===== src/rtl/dat_pkg.sv =====
// Package for the device address table: sizes, command and status codes,
// and the control and status structs shared by controller and datapath.
// No dependencies.
package dat_pkg;

  localparam int TABLE_ENTRIES = 24;
  localparam int IDX_W = (TABLE_ENTRIES > 1) ? $clog2(TABLE_ENTRIES) : 1;
  localparam int CNT_W = $clog2(TABLE_ENTRIES + 1);

  localparam int ADDR_W  = 48;
  localparam int IDENT_W = 64;
  localparam int COUNT_W = 5;

  // command codes
  localparam logic [1:0] CMD_ADD    = 2'd0;
  localparam logic [1:0] CMD_REMOVE = 2'd1;
  localparam logic [1:0] CMD_GET    = 2'd2;

  // status codes
  localparam logic [1:0] ST_SUCCESS   = 2'd0;
  localparam logic [1:0] ST_PRESENT   = 2'd1;
  localparam logic [1:0] ST_FULL      = 2'd2;
  localparam logic [1:0] ST_NOT_FOUND = 2'd3;

  localparam logic [IDX_W-1:0] LAST_IDX = IDX_W'(TABLE_ENTRIES - 1);

  // one table entry as held in the memory
  typedef struct packed {
    logic [ADDR_W-1:0]  addr;
    logic [IDENT_W-1:0] ident_high;
    logic [IDENT_W-1:0] ident_low;
  } dat_entry_t;

  // controller to datapath
  typedef struct packed {
    logic start;   // latch the incoming word, restart the scan
    logic issue;   // read the slot at the scan index, advance the index
    logic commit;  // update the table and load the result register
  } dat_cmd_t;

  // datapath to controller
  typedef struct packed {
    logic last_issue;  // the scan index is on the last slot
    logic out_free;    // the result register can take a new word
  } dat_stat_t;

endpackage


===== src/rtl/dat_ctrl.sv =====
// Controller for the device address table: sequences accept, slot scan,
// drain of the last read and commit of the result.
// Depends on dat_pkg.
module dat_ctrl (
  input  logic             clk,
  input  logic             rst,
  input  logic             in_valid,
  output logic             in_stall,
  input  dat_pkg::dat_stat_t stat,
  output dat_pkg::dat_cmd_t  cmd
);

  typedef enum logic [1:0] {
    S_IDLE,
    S_SCAN,
    S_DRAIN,
    S_FINISH
  } state_t;

  state_t state;
  state_t state_next;

  // next state and command decode
  always_comb begin
    state_next = state;
    cmd        = '0;
    case (state)
      S_IDLE: begin
        cmd.start = in_valid;
        if (in_valid) state_next = S_SCAN;
      end
      S_SCAN: begin
        cmd.issue = 1'b1;
        if (stat.last_issue) state_next = S_DRAIN;
      end
      S_DRAIN: begin
        state_next = S_FINISH;
      end
      S_FINISH: begin
        cmd.commit = stat.out_free;
        if (stat.out_free) state_next = S_IDLE;
      end
      default: begin
        state_next = S_IDLE;
      end
    endcase
  end

  assign in_stall = (state != S_IDLE);

  // state register
  always_ff @(posedge clk) begin
    if (rst) begin
      state <= S_IDLE;
    end else begin
      state <= state_next;
    end
  end

`ifndef SYNTH
  // a word is only taken when the controller starts on it
  a_start_idle: assert property (@(posedge clk) disable iff (rst)
    (in_valid && !in_stall) |-> cmd.start)
    else $error("word accepted without start");

  // the scan always ends in drain then finish
  a_drain_after_scan: assert property (@(posedge clk) disable iff (rst)
    (cmd.issue && stat.last_issue) |=> (state == S_DRAIN))
    else $error("scan did not drain");

  // commit never overwrites a stalled result
  a_commit_free: assert property (@(posedge clk) disable iff (rst)
    cmd.commit |-> stat.out_free)
    else $error("commit with result register busy");
`endif

endmodule


===== src/rtl/dat_datapath.sv =====
// Datapath for the device address table: entry memory, valid bits, entry
// count, scan evaluation and the result register.
// Depends on dat_pkg.
module dat_datapath (
  input  logic                              clk,
  input  logic                              rst,
  input  dat_pkg::dat_cmd_t                 cmd,
  output dat_pkg::dat_stat_t                stat,
  input  logic [1:0]                        command,
  input  logic [dat_pkg::ADDR_W-1:0]        device_address,
  input  logic [dat_pkg::IDENT_W-1:0]       ident_high,
  input  logic [dat_pkg::IDENT_W-1:0]       ident_low,
  output logic                              out_valid,
  input  logic                              out_stall,
  output logic [1:0]                        status,
  output logic [dat_pkg::ADDR_W-1:0]        found_address,
  output logic [dat_pkg::IDENT_W-1:0]       found_ident_high,
  output logic [dat_pkg::IDENT_W-1:0]       found_ident_low,
  output logic [dat_pkg::COUNT_W-1:0]       entry_count
);

  // table storage
  dat_pkg::dat_entry_t mem [dat_pkg::TABLE_ENTRIES];
  logic [dat_pkg::TABLE_ENTRIES-1:0] valid;
  logic [dat_pkg::CNT_W-1:0]         count;
  logic [dat_pkg::CNT_W-1:0]         count_next;

  // current word
  logic [1:0]                  item_cmd;
  dat_pkg::dat_entry_t         item;

  // scan state
  logic [dat_pkg::IDX_W-1:0]   idx;
  logic                        pend;
  logic [dat_pkg::IDX_W-1:0]   rd_idx;
  dat_pkg::dat_entry_t         rd_entry;
  logic                        rd_v;

  // scan findings
  logic                        hit;
  logic [dat_pkg::IDX_W-1:0]   hit_idx;
  logic                        free;
  logic [dat_pkg::IDX_W-1:0]   free_idx;
  logic                        first;
  logic                        first_take;
  dat_pkg::dat_entry_t         first_entry;

  // result decode
  logic [1:0]                  res_status;
  dat_pkg::dat_entry_t         res_entry;
  logic                        do_write;
  logic                        do_clear;

  assign stat.last_issue = (idx == dat_pkg::LAST_IDX);
  assign stat.out_free   = !out_valid || !out_stall;

  assign first_take = pend && rd_v && !first;

  // outcome of the finished scan
  always_comb begin
    res_status = dat_pkg::ST_NOT_FOUND;
    res_entry  = '0;
    do_write   = 1'b0;
    do_clear   = 1'b0;
    count_next = count;
    case (item_cmd)
      dat_pkg::CMD_ADD: begin
        if (hit) begin
          res_status = dat_pkg::ST_PRESENT;
        end else if (free) begin
          res_status = dat_pkg::ST_SUCCESS;
          do_write   = 1'b1;
          count_next = count + 1'b1;
        end else begin
          res_status = dat_pkg::ST_FULL;
        end
      end
      dat_pkg::CMD_REMOVE: begin
        if (hit) begin
          res_status = dat_pkg::ST_SUCCESS;
          do_clear   = 1'b1;
          if (count != '0) count_next = count - 1'b1;
        end
      end
      dat_pkg::CMD_GET: begin
        if (first) begin
          res_status = dat_pkg::ST_SUCCESS;
          res_entry  = first_entry;
        end
      end
      default: begin
        res_status = dat_pkg::ST_NOT_FOUND;
      end
    endcase
  end

  // memory write and registered read
  always_ff @(posedge clk) begin
    if (cmd.commit && do_write) mem[free_idx] <= item;
    rd_entry <= mem[idx];
  end

  // word capture, scan index and read pipeline
  always_ff @(posedge clk) begin
    if (cmd.start) begin
      item_cmd        <= command;
      item.addr       <= device_address;
      item.ident_high <= ident_high;
      item.ident_low  <= ident_low;
    end
    rd_idx <= idx;
    rd_v   <= valid[idx];
    if (first_take) first_entry <= rd_entry;
  end

  // control flags of the scan
  always_ff @(posedge clk) begin
    if (rst) begin
      idx   <= '0;
      pend  <= 1'b0;
      hit   <= 1'b0;
      free  <= 1'b0;
      first <= 1'b0;
      hit_idx  <= '0;
      free_idx <= '0;
    end else begin
      pend <= cmd.issue;
      if (cmd.start) begin
        idx   <= '0;
        hit   <= 1'b0;
        free  <= 1'b0;
        first <= 1'b0;
      end else begin
        if (cmd.issue && !stat.last_issue) idx <= idx + 1'b1;
        if (pend && rd_v && !hit && (rd_entry.addr == item.addr)) begin
          hit     <= 1'b1;
          hit_idx <= rd_idx;
        end
        if (pend && !rd_v && !free) begin
          free     <= 1'b1;
          free_idx <= rd_idx;
        end
        if (first_take) first <= 1'b1;
      end
    end
  end

  // valid bits and entry count
  always_ff @(posedge clk) begin
    if (rst) begin
      valid <= '0;
      count <= '0;
    end else if (cmd.commit) begin
      if (do_write) valid[free_idx] <= 1'b1;
      if (do_clear) valid[hit_idx]  <= 1'b0;
      count <= count_next;
    end
  end

  // result register
  always_ff @(posedge clk) begin
    if (rst) begin
      out_valid <= 1'b0;
    end else if (cmd.commit) begin
      out_valid <= 1'b1;
    end else if (!out_stall) begin
      out_valid <= 1'b0;
    end
    if (cmd.commit) begin
      status           <= res_status;
      found_address    <= res_entry.addr;
      found_ident_high <= res_entry.ident_high;
      found_ident_low  <= res_entry.ident_low;
      entry_count      <= dat_pkg::COUNT_W'(count_next);
    end
  end

`ifndef SYNTH
  // the count always tracks the valid bits
  a_count_matches: assert property (@(posedge clk) disable iff (rst)
    count == dat_pkg::CNT_W'($countones(valid)))
    else $error("entry count out of step with valid bits");

  // a match found by the scan still names a valid slot at commit
  a_hit_valid: assert property (@(posedge clk) disable iff (rst)
    (cmd.commit && hit) |-> valid[hit_idx])
    else $error("matched slot not valid at commit");

  // an add only lands in a free slot
  a_write_free: assert property (@(posedge clk) disable iff (rst)
    (cmd.commit && do_write) |-> !valid[free_idx])
    else $error("add overwrites a valid slot");
`endif

endmodule


===== src/rtl/device_address_table_unit.sv =====
// Top level of the device address table: joins the controller and datapath.
// Depends on dat_pkg, dat_ctrl and dat_datapath.
//
// Input channel: command, device_address, ident_high, ident_low with
// in_valid/in_stall; a word is taken on an edge with in_valid high and
// in_stall low. Output channel: status, found_address, found_ident_high,
// found_ident_low, entry_count with out_valid/out_stall.
// Each command scans every slot of the table through one memory read port,
// one slot per cycle, then passes through a drain state and a commit state.
// The result is registered at commit, and a new word is taken the cycle
// after commit, so no word is taken while another is still in progress.
// The result sits in an output register; the next word can be taken and
// scanned while it waits. If the receiver still stalls when the next commit
// is due, the block holds in its commit cycle until the register frees.
// Reset (rst, synchronous) clears every valid mark, the entry count and both
// channels' control state; no clearing pass is needed.
module device_address_table_unit (
  input  logic                        clk,
  input  logic                        rst,
  input  logic                        in_valid,
  output logic                        in_stall,
  input  logic [1:0]                  command,
  input  logic [dat_pkg::ADDR_W-1:0]  device_address,
  input  logic [dat_pkg::IDENT_W-1:0] ident_high,
  input  logic [dat_pkg::IDENT_W-1:0] ident_low,
  output logic                        out_valid,
  input  logic                        out_stall,
  output logic [1:0]                  status,
  output logic [dat_pkg::ADDR_W-1:0]  found_address,
  output logic [dat_pkg::IDENT_W-1:0] found_ident_high,
  output logic [dat_pkg::IDENT_W-1:0] found_ident_low,
  output logic [dat_pkg::COUNT_W-1:0] entry_count
);

  dat_pkg::dat_cmd_t  cmd;
  dat_pkg::dat_stat_t stat;

  // sequencing
  dat_ctrl u_ctrl (
    .clk      (clk),
    .rst      (rst),
    .in_valid (in_valid),
    .in_stall (in_stall),
    .stat     (stat),
    .cmd      (cmd)
  );

  // storage, scan and result
  dat_datapath u_datapath (
    .clk              (clk),
    .rst              (rst),
    .cmd              (cmd),
    .stat             (stat),
    .command          (command),
    .device_address   (device_address),
    .ident_high       (ident_high),
    .ident_low        (ident_low),
    .out_valid        (out_valid),
    .out_stall        (out_stall),
    .status           (status),
    .found_address    (found_address),
    .found_ident_high (found_ident_high),
    .found_ident_low  (found_ident_low),
    .entry_count      (entry_count)
  );

endmodule


===== config.mk =====
export PLATFORM = sky130hd
export DESIGN_NAME = device_address_table_unit
export DESIGN_NICKNAME = d
export VERILOG_FILES = /design/src/rtl/dat_pkg.sv /design/src/rtl/dat_ctrl.sv /design/src/rtl/dat_datapath.sv /design/src/rtl/device_address_table_unit.sv
export SDC_FILE = /design/constraint.sdc
export NUM_CORES = 2
export LEC_CHECK = 0
export BUFFER_PORTS_ARGS = -buffer_cell sky130_fd_sc_hd__buf_4
export CAP_MARGIN = 10
export CORE_ASPECT_RATIO = 1.75
export CORE_MARGIN = 2
export CORE_UTILIZATION = 57
export CTS_CLUSTER_SIZE = 14
export DETAILED_ROUTE_END_ITERATION = 7
export HOLD_SLACK_MARGIN = 0.05
export PLACE_DENSITY = 0.73
export RECOVER_POWER = 25
export SYNTH_ARGS = -nofsm -noshare
export SYNTH_HDL_FRONTEND = slang
export SYNTH_HIERARCHICAL = 1
export SYNTH_MEMORY_MAX_BITS = 65536
export SYNTH_SLANG_ARGS = --single-unit

===== constraint.sdc =====
create_clock -name clk -period 43.7 [get_ports clk]
set_input_delay 8.74 -clock clk [delete_from_list [all_inputs] [get_ports clk]]
set_output_delay 8.74 -clock clk [all_outputs]
set_load 0.01 [all_outputs]

======== Word level (Yosys, flattened, before mapping) ========
Memories as Yosys holds them, arrays and structs flattened. A register that Yosys moved wholly into a read port is not among the register bits.
Index checks and enable logic that the tools add are counted.
word-level totals
  bits in registers ....................... 594
  bits in writable memories ............... 4,224
  bits of input ports ..................... 182
  output and inout port bits .............. 185
  word-level logic and storage cells ...... 112
  memories ................................ 1
cells by class
  $add $sub $neg .......................... 3
  $lt $le $gt $ge ......................... 5
  eq/ne operators ......................... 11
  muxes and demuxes ....................... 36
  bitwise gates (word level) .............. 4
  reduce and logical (&&, ||, !) cells .... 27
memories
  memory          depth  bits a word  read ports  clocked after memory_dff  wr ports  RTL line            RTL
  u_datapath.mem  24     176          1           1                         1         dat_datapath.sv:23  dat_pkg::dat_entry_t mem [dat_pkg::TABLE_ENTRIES];
operators by type and width
  cell                   count
  $mux W24               4
  $eq A48 B48 Y1         1
  $and A24 B24 Y24       1
  $not A24 Y24           1
  $or A24 B24 Y24        1
  $mux W5                4
  $lt A5 B6 Y1 const B   3
  $mux W1                15
  $mux W2                7
  $add A5 B1 Y5 const B  2
  $demux W1 S5           2
  $ge A5 B1 Y1 const B   2
  $logic_and A1 B1 Y1    10
  $pmux W5 S2            1
  $pmux W2 S4            1
  $logic_not A1 Y1       7
  $eq A2 B2 Y1 const B   3
  $ne A2 B1 Y1 const B   3
  $pmux W2 S3            1
  $reduce_and A2 Y1      3
  $bmux W1 S5            1
  $eq A5 B5 Y1 const B   1
  $reduce_bool A5 Y1     1
  $sub A5 B1 Y5 const B  1
  other kinds (8)        10

======== Logic depth before layout (Yosys ltp) ========
  depth after elaboration ................. 10
  depth in mapped cells ................... 8
  depth with buffers taken out ............ 7

======== By module ========
Netlist, hierarchy kept.
modules (own cells, without submodules)
  module        instances  cells an instance  area each (µm²)  sequential area each (µm²)
  dat_datapath  1          7,589              183,652.4        147,591.6
  dat_ctrl      1          22                 195.2            40.0

======== Worst setup path before layout ========
No wires, ideal clock.
  kind .................................... input -> register
  start point ............................. in out_stall
  end point ............................... mem u_datapath/mem[10][0] in the netlist's numbering (enable)
  setup time .............................. 0.717 ns
  arrival time ............................ 21.813 ns
  data required time ...................... 42.983 ns
  slack ................................... 21.170 ns
  stages on the path ...................... 6
  path buffers ............................ 0
  cell sequence ........................... nand2_1 -> and2_1 -> inv_1 -> nor3_1 -> nand3b_1 -> nor2_1
RTL lines
  item                RTL line                         RTL
  start: declaration  device_address_table_unit.sv:27  input logic out_stall,
  end: declaration    dat_datapath.sv:23

==> flow_summary.ini <==
[setup_path]
cp.required_ns = 44.24
r2r_end = u_datapath/rd_entry[68]
worstReg2RegStart = u_datapath/idx[0]
reg2regPathDepth = 9
arrival_ns = 14.00
path_class = input port to flop
cp-start-kind = input port
crit_path_start = out_stall
crit_path_end_kind = flop
r2r_slack_ns = 37.16
critPathMaxFanout = 56

[pwr]
peakVddDrop_mv = 0.0503
clockPowerShare = 0.352
total_power_mw = 10.3
p_seq_frac = 0.560
switching_share = 0.228
power_leakage_nw = 62.8
p_int_mw = 7.96
cellPowerDensity_nw_per_um2 = 50.3
p_sw_mw = 2.35
p_comb_frac = 0.088

[floorplan]
die_area_um2 = 327000
fp-row-count = 275
die_w_um = 433
initial_core_util = 0.573
chipHeight_um = 755
io_pins = 367
core-area_um2 = 321000

[timing]
hold_viol = 0
max_freq_mhz = 74.3
setup_tns_ns = 0
finalCriticalPeriod_ns = 13.46
fin_ws_ns = 30.24
worst_hold_slack_ns = 0.381
slew_violations = 151
period_share = 0.308
setup_viol = 0
rsz0062_at_grt = false
finClkSkew_ns = 0.0732
tightest_slew_ns = 1.84
slew_headroom = -0.226

[flow_run]
maxCapViolCount = 6

[clock_tree]
cts.sinks = 4994
cts-htree-levels = 5
post_cts_resized = 0
clock_latency_ns = 0.96
cts_made_buffers = 426
clk_pin_slew_worst_paths_ns = 0.06
cts-root-buf = clkbuf_16
tritoncts = yes
cts_setup_buffers = 0
clockBufferDepth = 4
ctsHoldBuffers = 0

[synthesis]
ys_top_cells_by_area = edfxtp_1, mux4_2, dfxtp_1
ys_seq_elements = 4994
syn_area_um2 = 184000
postSynthCellCount = 7611
async_flop_share = 0
ys_warn_count = 6
synth_flop_cell = edfxtp_1
avgSynthCellArea_um2 = 24.2
yosysUniqueCellTypes = 50
syn_nets = 7801
synth_edf_count = 4761
yosysSeqAreaShare = 0.803
synth_top_cell_by_area = edfxtp_1
synth_top_area_frac = 0.778

[min_path]
hp-class = flop to flop
hold_depth = 0
min_from = u_datapath/rd_entry[8]
min_to = u_datapath/first_entry[8]

[outcome]
status = finished with violations
violations = max-capacitance violations, max-slew violations

[route]
drtIter0Drc = 9074
final_antenna_net_count = 0
drc = 0
post_drt_via_cell_ratio = 6.40
detail_route.wl_per_cell_um = 32.8
wirelength_um = 422000
vias = 82412
drtPass1Iterations = 8

[place]
place_congestion = 0.793
dp_hpwl_um = 229000
dp.cells = 12080
place_ws_ns = 29.25
port_buffers = 366

[final_layout]
stdcell_count = 12875
drive_gt1_frac = 0.273
area_growth_pct = 11.5
final_common_cell = edfxtp_1
layout_common_cells = edfxtp_1, mux4_2, buf_4
fin_nets = 8408

[global_routing]
grt_max_degree = 164
grt_pass1_wl_um = 607000
first_global_vias = 85664
grt_use_total = 0.260
overflow = 0
grt_antenna_before_repair = 20
routing by layer:
layer	vias to the layer above	global-route usage	wire (µm)
li1	33234	-	-
met5	-	0	52
met3	669	0.0355	31200
met1	44566	0.338	152000
met4	8	0.0858	14800
met2	3935	0.455	224000
power groups by stage:
stage | combinational (mW) | clock (mW) | sequential (mW)
final | 0.907 | 3.62 | 5.77
after global routing | 0.966 | 3.84 | 5.80
after CTS | 0.927 | 3.68 | 5.78
after detailed placement | 0.922 | 0 | 5.88
after global placement | 0.906 | 0 | 5.86
after floorplan | 0.676 | 0 | 5.78
synth_stat cells (all sizes together) (11+ instances only):
cell,instances
a21oi,199
xor2,51
nand2,14
buf,196
inv,15
clkbuf,169
a211oi,11
and2,181
nor4,16
nor2,234
mux4,1239
dfxtp,233
edfxtp,4761
nand2b,14
o21a,12
mux2i,190
logic make-up after synthesis:
logic type	count (synthesis)	share of synthesized area
buffers and inverters	380	0.0105
AND/OR/NAND/NOR	501	0.0140
multiplexers	1431	0.162
XOR/XNOR	54	0.00257
flip-flops	4994	0.803
AO/OA/AOI/OAI	243	0.00715
adder cells (fa/ha/maj)	8	0.000544
per-stage QoR:
stage           util  instance area [µm²]
2_1_floorplan      -               184000
3_3_place_gp   0.598               192000
3_5_place_dp   0.598               192000
4_1_cts        0.639               205000
5_1_grt        0.639               205000
6_report       0.639               205000
how the worst max path moves through the flow:
stage | end | cells after the start
after floorplan | u_datapath/mem[10][0] | 6
after global placement | u_datapath/mem[0][107] | 10
after detailed placement | u_datapath/mem[0][107] | 10
after CTS | u_datapath/mem[0][111] | 10
after global routing | u_datapath/mem[0][100] | 10
final | u_datapath/mem[0][107] | 10
area by class of cell:
type / instances / area [µm²]
flip-flops and latches: 4994 / 148000
repair buffers: 544 / 4200
multi-input cells: 2237 / 34500
well taps: 4293 / 5370
fillers: 20535 / 116000
clock inverters: 81 / 880
clock buffers: 700 / 12300
diodes: 11 / 27.5
inverters: 15 / 56.3
sequential cells by signal, summed over array words and instances, names as in the netlist, 5 cells and up:
register and flops:
u_datapath/rd_idx 5, u_datapath/found_address 48, u_datapath/found_ident_high 64, u_datapath/item 176, u_datapath/entry_count 5, u_datapath/valid 24, u_datapath/count 5, u_datapath/hit_idx 5
u_datapath/rd_entry 176, u_datapath/mem 4224, u_datapath/found_ident_low 64, u_datapath/first_entry 176, u_datapath/free_idx 5, u_datapath/idx 5
worst max-delay path, stage by stage:
cell and delay (ns):
buf_4 0.12, nand2_1 0.21, and2_4 0.77, inv_1 0.41, nor3_1 0.46, nand2_1 0.34, nor2_4 0.17, buf_4 0.84
buf_4 0.81, buf_4 0.93
Power figures use the tool's default switching activity.
